File: src/rtl/core/bcv_pkg.sv
// Package for the birthday collision verifier.
// Holds SHA-512 constants, verdict codes, controller states and command and status structs.
package bcv_pkg;

    localparam int unsigned BIRTHDAY_BITS_DEF = 50;
    localparam int unsigned BDAY_W            = 50;
    localparam logic [31:0] MAX_NONCE_RESET   = 32'd67108864;
    localparam int unsigned ROUNDS            = 80;

    typedef enum logic [1:0] {
        VERDICT_MATCH  = 2'd0,
        VERDICT_EQUAL  = 2'd1,
        VERDICT_LIMIT  = 2'd2,
        VERDICT_DIFFER = 2'd3
    } verdict_t;

    typedef enum logic [2:0] {
        ST_IDLE,
        ST_HASH_A,
        ST_HASH_B,
        ST_FINISH,
        ST_OUT
    } state_t;

    typedef struct packed {
        logic load;
        logic start_a;
        logic start_b;
        logic round;
        logic keep_a;
        logic keep_b;
    } cmd_t;

    typedef struct packed {
        logic early;
        logic last_round;
    } status_t;

    function automatic logic [63:0] round_k(input logic [6:0] i);
        logic [63:0] k;
        begin
            unique case (i)
                7'd0: k = 64'h428a2f98d728ae22;   7'd1: k = 64'h7137449123ef65cd;
                7'd2: k = 64'hb5c0fbcfec4d3b2f;   7'd3: k = 64'he9b5dba58189dbbc;
                7'd4: k = 64'h3956c25bf348b538;   7'd5: k = 64'h59f111f1b605d019;
                7'd6: k = 64'h923f82a4af194f9b;   7'd7: k = 64'hab1c5ed5da6d8118;
                7'd8: k = 64'hd807aa98a3030242;   7'd9: k = 64'h12835b0145706fbe;
                7'd10: k = 64'h243185be4ee4b28c;  7'd11: k = 64'h550c7dc3d5ffb4e2;
                7'd12: k = 64'h72be5d74f27b896f;  7'd13: k = 64'h80deb1fe3b1696b1;
                7'd14: k = 64'h9bdc06a725c71235;  7'd15: k = 64'hc19bf174cf692694;
                7'd16: k = 64'he49b69c19ef14ad2;  7'd17: k = 64'hefbe4786384f25e3;
                7'd18: k = 64'h0fc19dc68b8cd5b5;  7'd19: k = 64'h240ca1cc77ac9c65;
                7'd20: k = 64'h2de92c6f592b0275;  7'd21: k = 64'h4a7484aa6ea6e483;
                7'd22: k = 64'h5cb0a9dcbd41fbd4;  7'd23: k = 64'h76f988da831153b5;
                7'd24: k = 64'h983e5152ee66dfab;  7'd25: k = 64'ha831c66d2db43210;
                7'd26: k = 64'hb00327c898fb213f;  7'd27: k = 64'hbf597fc7beef0ee4;
                7'd28: k = 64'hc6e00bf33da88fc2;  7'd29: k = 64'hd5a79147930aa725;
                7'd30: k = 64'h06ca6351e003826f;  7'd31: k = 64'h142929670a0e6e70;
                7'd32: k = 64'h27b70a8546d22ffc;  7'd33: k = 64'h2e1b21385c26c926;
                7'd34: k = 64'h4d2c6dfc5ac42aed;  7'd35: k = 64'h53380d139d95b3df;
                7'd36: k = 64'h650a73548baf63de;  7'd37: k = 64'h766a0abb3c77b2a8;
                7'd38: k = 64'h81c2c92e47edaee6;  7'd39: k = 64'h92722c851482353b;
                7'd40: k = 64'ha2bfe8a14cf10364;  7'd41: k = 64'ha81a664bbc423001;
                7'd42: k = 64'hc24b8b70d0f89791;  7'd43: k = 64'hc76c51a30654be30;
                7'd44: k = 64'hd192e819d6ef5218;  7'd45: k = 64'hd69906245565a910;
                7'd46: k = 64'hf40e35855771202a;  7'd47: k = 64'h106aa07032bbd1b8;
                7'd48: k = 64'h19a4c116b8d2d0c8;  7'd49: k = 64'h1e376c085141ab53;
                7'd50: k = 64'h2748774cdf8eeb99;  7'd51: k = 64'h34b0bcb5e19b48a8;
                7'd52: k = 64'h391c0cb3c5c95a63;  7'd53: k = 64'h4ed8aa4ae3418acb;
                7'd54: k = 64'h5b9cca4f7763e373;  7'd55: k = 64'h682e6ff3d6b2b8a3;
                7'd56: k = 64'h748f82ee5defb2fc;  7'd57: k = 64'h78a5636f43172f60;
                7'd58: k = 64'h84c87814a1f0ab72;  7'd59: k = 64'h8cc702081a6439ec;
                7'd60: k = 64'h90befffa23631e28;  7'd61: k = 64'ha4506cebde82bde9;
                7'd62: k = 64'hbef9a3f7b2c67915;  7'd63: k = 64'hc67178f2e372532b;
                7'd64: k = 64'hca273eceea26619c;  7'd65: k = 64'hd186b8c721c0c207;
                7'd66: k = 64'heada7dd6cde0eb1e;  7'd67: k = 64'hf57d4f7fee6ed178;
                7'd68: k = 64'h06f067aa72176fba;  7'd69: k = 64'h0a637dc5a2c898a6;
                7'd70: k = 64'h113f9804bef90dae;  7'd71: k = 64'h1b710b35131c471b;
                7'd72: k = 64'h28db77f523047d84;  7'd73: k = 64'h32caab7b40c72493;
                7'd74: k = 64'h3c9ebe0a15c9bebc;  7'd75: k = 64'h431d67c49c100d4c;
                7'd76: k = 64'h4cc5d4becb3e42b6;  7'd77: k = 64'h597f299cfc657e2a;
                7'd78: k = 64'h5fcb6fab3ad6faec;  7'd79: k = 64'h6c44198c4a475817;
                default: k = 64'h0;
            endcase
            return k;
        end
    endfunction

    function automatic logic [63:0] iv(input logic [2:0] i);
        logic [63:0] v;
        begin
            unique case (i)
                3'd0: v = 64'h6a09e667f3bcc908;
                3'd1: v = 64'hbb67ae8584caa73b;
                3'd2: v = 64'h3c6ef372fe94f82b;
                3'd3: v = 64'ha54ff53a5f1d36f1;
                3'd4: v = 64'h510e527fade682d1;
                3'd5: v = 64'h9b05688c2b3e6c1f;
                3'd6: v = 64'h1f83d9abfb41bd6b;
                default: v = 64'h5be0cd19137e2179;
            endcase
            return v;
        end
    endfunction

    function automatic logic [63:0] bswap64(input logic [63:0] x);
        logic [63:0] r;
        begin
            for (int i = 0; i < 8; i++) begin
                r[8*i +: 8] = x[8*(7-i) +: 8];
            end
            return r;
        end
    endfunction

endpackage

File: src/rtl/core/bcv_ctrl.sv
// Controller for the birthday collision verifier.
// Sequences two SHA-512 compressions unless the item is rejected early; uses bcv_pkg.
module bcv_ctrl (
    input  logic             aclk,
    input  logic             aresetn,
    input  logic             in_fire,
    input  logic             out_fire,
    input  bcv_pkg::status_t status,
    output bcv_pkg::cmd_t    cmd,
    output logic             s_ready,
    output logic             m_valid
);

    bcv_pkg::state_t state_reg, state_next;

    always_ff @(posedge aclk) begin
        if (!aresetn) begin
            state_reg <= bcv_pkg::ST_IDLE;
        end else begin
            state_reg <= state_next;
        end
    end

    always_comb begin
        state_next = state_reg;
        cmd        = '0;
        s_ready    = 1'b0;
        m_valid    = 1'b0;
        unique case (state_reg)
            bcv_pkg::ST_IDLE: begin
                s_ready = 1'b1;
                if (in_fire) begin
                    cmd.load   = 1'b1;
                    state_next = bcv_pkg::ST_FINISH;
                end
            end
            bcv_pkg::ST_FINISH: begin
                if (status.early) begin
                    state_next = bcv_pkg::ST_OUT;
                end else begin
                    cmd.start_a = 1'b1;
                    state_next  = bcv_pkg::ST_HASH_A;
                end
            end
            bcv_pkg::ST_HASH_A: begin
                cmd.round = 1'b1;
                if (status.last_round) begin
                    cmd.keep_a  = 1'b1;
                    cmd.start_b = 1'b1;
                    state_next  = bcv_pkg::ST_HASH_B;
                end
            end
            bcv_pkg::ST_HASH_B: begin
                cmd.round = 1'b1;
                if (status.last_round) begin
                    cmd.keep_b = 1'b1;
                    state_next = bcv_pkg::ST_OUT;
                end
            end
            bcv_pkg::ST_OUT: begin
                m_valid = 1'b1;
                if (out_fire) begin
                    state_next = bcv_pkg::ST_IDLE;
                end
            end
            default: state_next = bcv_pkg::ST_IDLE;
        endcase
    end

endmodule

File: config.mk
export PLATFORM = sky130hd
export DESIGN_NAME = bcv_ctrl
export DESIGN_NICKNAME = d
export VERILOG_FILES = /design/src/rtl/core/bcv_pkg.sv /design/src/rtl/core/bcv_ctrl.sv
export SDC_FILE = /design/constraint.sdc
export NUM_CORES = 1
export LEC_CHECK = 0
export BUFFER_PORTS_ARGS = -buffer_cell sky130_fd_sc_hd__buf_2
export CORE_AREA = 2 2 39 41
export DETAILED_ROUTE_END_ITERATION = 6
export DIE_AREA = 0 0 41 43
export GPL_ROUTABILITY_DRIVEN = 0
export SLEW_MARGIN = 20
export SYNTH_ARGS = -nofsm -noshare
export SYNTH_HDL_FRONTEND = slang
export SYNTH_SLANG_ARGS = --single-unit
File: constraint.sdc
create_clock -name aclk -period 2.7 [get_ports aclk]
set_input_delay 0.135 -clock aclk [delete_from_list [all_inputs] [get_ports aclk]]
set_output_delay 0.135 -clock aclk [all_outputs]
set_load 0.005 [all_outputs]
### After elaboration in Yosys (flattened, before gate mapping)

Index checks and enable logic that the tools add are counted.

* input port bits: 6
* register bits after elaboration: 3
* output and inout bits: 8

* reduce and logical (&&, ||, !) cells: 3
* muxes and demuxes: 16
* equality and inequality tests: 8

Operators with widths (count)
* two-way mux 3 bit: 5
* one-hot mux 3 bit (5 select lines): 1
* two-way mux 1 bit: 10
* != test 2 bit (second input constant): 4
* == test 3 x 2 -> 1 bit (second input constant): 2
* AND reduction 4 bit: 1
* == test 3 x 1 -> 1 bit (second input constant): 1
* == test 3 bit (second input constant): 1
* zero test 3 bit: 1
* OR reduction 2 bit: 1

### Logic depth before layout (Yosys ltp)

* depth after elaboration: 3
* mapped depth: 4
* mapped depth without buffers: 3

### Worst setup path after synthesis

OpenSTA, ideal clock, no wires.

* path kind: register -> register
* start point: register state_reg[0]
* end point: register state_reg[0]
* cell stages (with the launch flop): 5
* arrival: 908 ps
* library setup time: 103 ps
* path slack: 1688 ps
* cells stage by stage: dfxtp_1 buf_6 and2b_1 nor3_1 a2111oi_2

* longest elaborated chain between the ends: 3
* elaborated cells between the ends (all ways): 11

Ends and longest elaborated chain
* start: declaration: line bcv_ctrl.sv:14 `bcv_pkg::state_t state_reg, state_next;`
* start signal: assignment: line bcv_ctrl.sv:18 `state_reg <= bcv_pkg::ST_IDLE;`
* start signal: assignment: line bcv_ctrl.sv:20 `state_reg <= state_next;`
* == test 3 x 2 -> 1 bit, or another cell as far along: line bcv_ctrl.sv:29 `unique case (state_reg)`
* != test 2 bit (no line)
* AND reduction 4 bit (no line)

Parallel ways exist; a longest one is shown, timed or not.
A chain may end at the register's enable or synchronous reset.

==> flow_results.org <==
** Setup path
- Critical path startpoint category :: flip-flop
- CP Class :: reg -> out
- The number of cells on the worst reg-to-reg path is 3.
- The signal on the critical path passes through nand2b_1, nor3b_1, buf_2.
- Worst Path Arrival :: roughly 1200 ps
- The most critical setup path has its endpoint at cmd[0].
- Worst reg2reg endpoint :: state_reg[0]
- Setup slack of the worst register-to-register path :: about 1500 ps
- In this run the worst path has a maximum fanout of 9.
- Tracing the worst setup path back leads to its startpoint at state_reg[1].
- Crit path largest cell delay :: between 400 and 500 ps
- Required time of the critical path :: approximately 2600 ps
- The worst setup path is captured at an output port.
- In this run the critical register-to-register path is launched from state_reg[0].
- The slowest stage of the critical path is the sky130_fd_sc_hd__dfxtp_1 cell.

** Finish
- # diodes :: 0
- Compared with the post-synthesis result, the final layout area differs by 38.5%.
- Commonest cells after routing, fill and taps aside :: 13 x sky130_fd_sc_hd__buf_2, 3 x sky130_fd_sc_hd__nor3_1, 3 x sky130_fd_sc_hd__clkbuf_4, 3 x sky130_fd_sc_hd__dfxtp_1
- Layout cells sized above 1 :: a little over 40%
- Leaving out fill and tap cells, the most frequent cell in the layout is sky130_fd_sc_hd__buf_2.
- The final layout contains 49 nets.
- Largest register FFs :: 3
- Number of cells in the finished layout apart from fillers :: 58

** Yosys
- Synthesis produced a netlist whose cell count is 28.
- Number of flip-flops and latches in the synthesized netlist :: 3
- Syn avg cell area :: just over 8 um^2
- Cell area after synthesis :: between 200 and 250 um^2
- Sequential area share after synthesis :: 26.4%
- The Yosys step of the flow raised 0 warnings.
- Unique cell type count in the Yosys netlist :: 19
- Synthesis produced a netlist with a net count of 34.

** Power
- The clock network is responsible for ~39% of the overall power.
- Dividing total power by cell area gives a power density of around 620 nW/um^2.
- Internal :: ~140 uW
- Static leakage :: 0.146 nW
- In this run, the combinational gates consume 27.6% of the power.
- The share of total power dissipated in sequential elements is ~33%.
- Across the VDD grid, the largest voltage drop is approximately 140 uV.
- Sw Pwr :: 59.8 uW
- Switching part of the total power :: ~30%

** Clock tree
- The clock reaches the later pin of the worst-skew pair after roughly 230 ps.
- Total clock buffers created by CTS :: 3
- CTS built an H-tree with a depth of 1.
- The number of hold buffers added after CTS was 0.
- Clock input transition at the sequential cells of the worst setup and hold paths :: 40 ps
- Clock root buffer :: sky130_fd_sc_hd__clkbuf_4
- In this run the deepest clock path goes through 2 buffers.
- Post-cts resize count :: 0
- The number of setup buffers added after CTS is 0.
- TritonCTS clock tree :: done
- The clock drives 3 sinks.

** Placed design
- Including well taps, the total number of placed cells is 54.
- The wire-length estimate of the detail-placed layout is just under 400 um.
- During placement, the flow inserted port buffers numbering 13.

** Global route
- Global-route congestion overflow total :: 0
- Global-route wire length before repair :: roughly 850 um
- Antenna violations before repair :: 0
- GR met2 Demand/Resource :: around a tenth
- The via count of the first global-routing pass came to around 220.
- For this run, global-route usage on met1 was measured as about 8.4%.
- Global-route usage over all layers :: roughly 8.6%
- Routing usage on met3 :: under 10%
- met4 is the most crowded layer.
- Pin count of the biggest net entering global routing :: 11

** Hold path
- The tightest min-delay check is of the in -> reg type.

** Detailed routing
- Routed vias/inst :: about 4.1
- In this run the remaining antenna-violating nets after routing total 0.
- Total wire length after detailed routing :: between 500 and 600 um
- The first TritonRoute pass finished after 2 iterations.
- Vias :: 235
- Count of unresolved DRC violations after routing :: 0
- After the first detailed-routing iteration, the DRC count stood at 5.
- Wire per inst :: ~9 um

** Run
- Max-cap violations in this run came to 0.

** Die
- Initial cell density of the core :: between 15 and 20%
- The floorplan step defined a core boundary enclosing ~1400 um^2.
- During I/O placement, the number of pins put on the boundary was 14.
- Row generation in the floorplan step produced 14 rows.
- Floorplan die area :: 1760 um^2
- Vertical die dimension :: around 43 um
- Die span in x :: between 40 and 50 um

** Timing
- Period Utilization, post-route :: approximately half
- Total negative setup slack :: 0 ps
- For the pin with the worst max-slew slack, the measured transition is 336 ps.
- Hold is met by around 160 ps.
- The worst path needs 1340 ps of the cycle, external delays included.
- Final setup violating endpoints :: 0
- The number of pins with negative max-slew slack in the final report was 0.
- Layout Skew :: between 0.4 and 0.5 ps
- Setup repair after global routing missed its margin :: false
- Derived from the worst setup path, the maximum achievable clock frequency is ~750 MHz.
- In this run the tightest slew margin relative to its limit is 77.6%.
- Final count of hold timing violations :: 0

** Outcome
- The flow ran to the end, and the final reports show no timing, DRC or antenna violations.
through the flow:
| step | instance area (um^2) | setup WS, ps | total power, mW | util, % |
|---|---|---|---|---|
| final | 315 | 1360 | 0.197 | 22.8 |
| after global routing | 315 | 1210 | 0.214 | 22.8 |
| after CTS | 315 | 1340 | 0.203 | 22.8 |
| after detailed placement | 289 | 1510 | 0.121 | 20.9 |
| after global placement | 289 | 1550 | 0.120 | 20.9 |
| after floorplan | 228 | 1690 | 0.104 | - |
how the worst min path moves through the flow:
stage / from / endpoint / slack (ps) / cells past startpoint
final: aresetn / state_reg[2] / 160 / 3
after global routing: aresetn / state_reg[2] / 170 / 3
after CTS: aresetn / state_reg[2] / 150 / 3
after detailed placement: aresetn / state_reg[2] / 390 / 3
after global placement: aresetn / state_reg[2] / 390 / 3
after floorplan: aresetn / state_reg[2] / 280 / 2
synthesized netlist by cell type:
| cell | count | area (um^2) |
|---|---|---|
| sky130_fd_sc_hd__nand2_1 | 2 | 7.51 |
| sky130_fd_sc_hd__a2111oi_2 | 1 | 15.0 |
| sky130_fd_sc_hd__mux2i_1 | 1 | 10.0 |
| sky130_fd_sc_hd__xnor2_1 | 1 | 8.76 |
| sky130_fd_sc_hd__nand2b_1 | 2 | 12.5 |
| sky130_fd_sc_hd__nand3b_1 | 1 | 7.51 |
| sky130_fd_sc_hd__nor4_1 | 1 | 6.26 |
| sky130_fd_sc_hd__buf_6 | 1 | 11.3 |
| sky130_fd_sc_hd__and2b_1 | 1 | 7.51 |
| sky130_fd_sc_hd__o31ai_1 | 2 | 15.0 |
| sky130_fd_sc_hd__dfxtp_1 | 3 | 60.1 |
| sky130_fd_sc_hd__nor3_1 | 3 | 15.0 |
| sky130_fd_sc_hd__buf_2 | 1 | 5.00 |
| sky130_fd_sc_hd__inv_1 | 1 | 3.75 |
| sky130_fd_sc_hd__buf_4 | 1 | 7.51 |
| sky130_fd_sc_hd__and2_1 | 1 | 6.26 |
| sky130_fd_sc_hd__nor2b_1 | 1 | 6.26 |
| sky130_fd_sc_hd__nor2_1 | 2 | 7.51 |
| sky130_fd_sc_hd__nor3b_1 | 2 | 15.0 |
layer usage:
| metal | share of wire, % | vias up |
|---|---|---|
| li1 | - | 126 |
| met4 | 5.8 | 0 |
| met2 | 36 | 14 |
| met1 | 48 | 93 |
| met5 | 0 | - |
| met3 | 9.6 | 2 |
power by group through the flow:
stage | logic, mW | registers (mW) | clock network [mW]
2_1_floorplan | 0.0504 | 0.0539 | 0
3_3_place_gp | 0.0546 | 0.0655 | 0
3_5_place_dp | 0.0548 | 0.0661 | 0
4_1_cts | 0.0551 | 0.0654 | 0.0824
5_1_grt | 0.0617 | 0.0679 | 0.0847
6_report | 0.0543 | 0.0649 | 0.0773
cell type report:
class / count / area (um^2)
Tap cell: 16 / 20.0
Multi-Input combinational cell: 21 / 140
Timing Repair Buffer: 13 / 65.1
Clock buffer: 4 / 26.3
Inverter: 1 / 3.75
Fill cell: 158 / 1070
Sequential cell: 3 / 60.1
cells by family after synthesis:
logic type	after synthesis	share of synthesized area, %
multiplexers	1	4.40
XOR/XNOR	1	3.85
AND/OR/NAND/NOR	16	40.1
flip-flops	3	26.4
AO/OA/AOI/OAI	3	13.2
buffers and inverters	4	12.1
worst max-delay path, delay by kind of cell, from the launching register on:
family / cells / cell delay [ps]
buf+inv: 1 / 140
flops: 1 / 490
simple gates: 2 / 340
(Power assumes the default switching activity.)
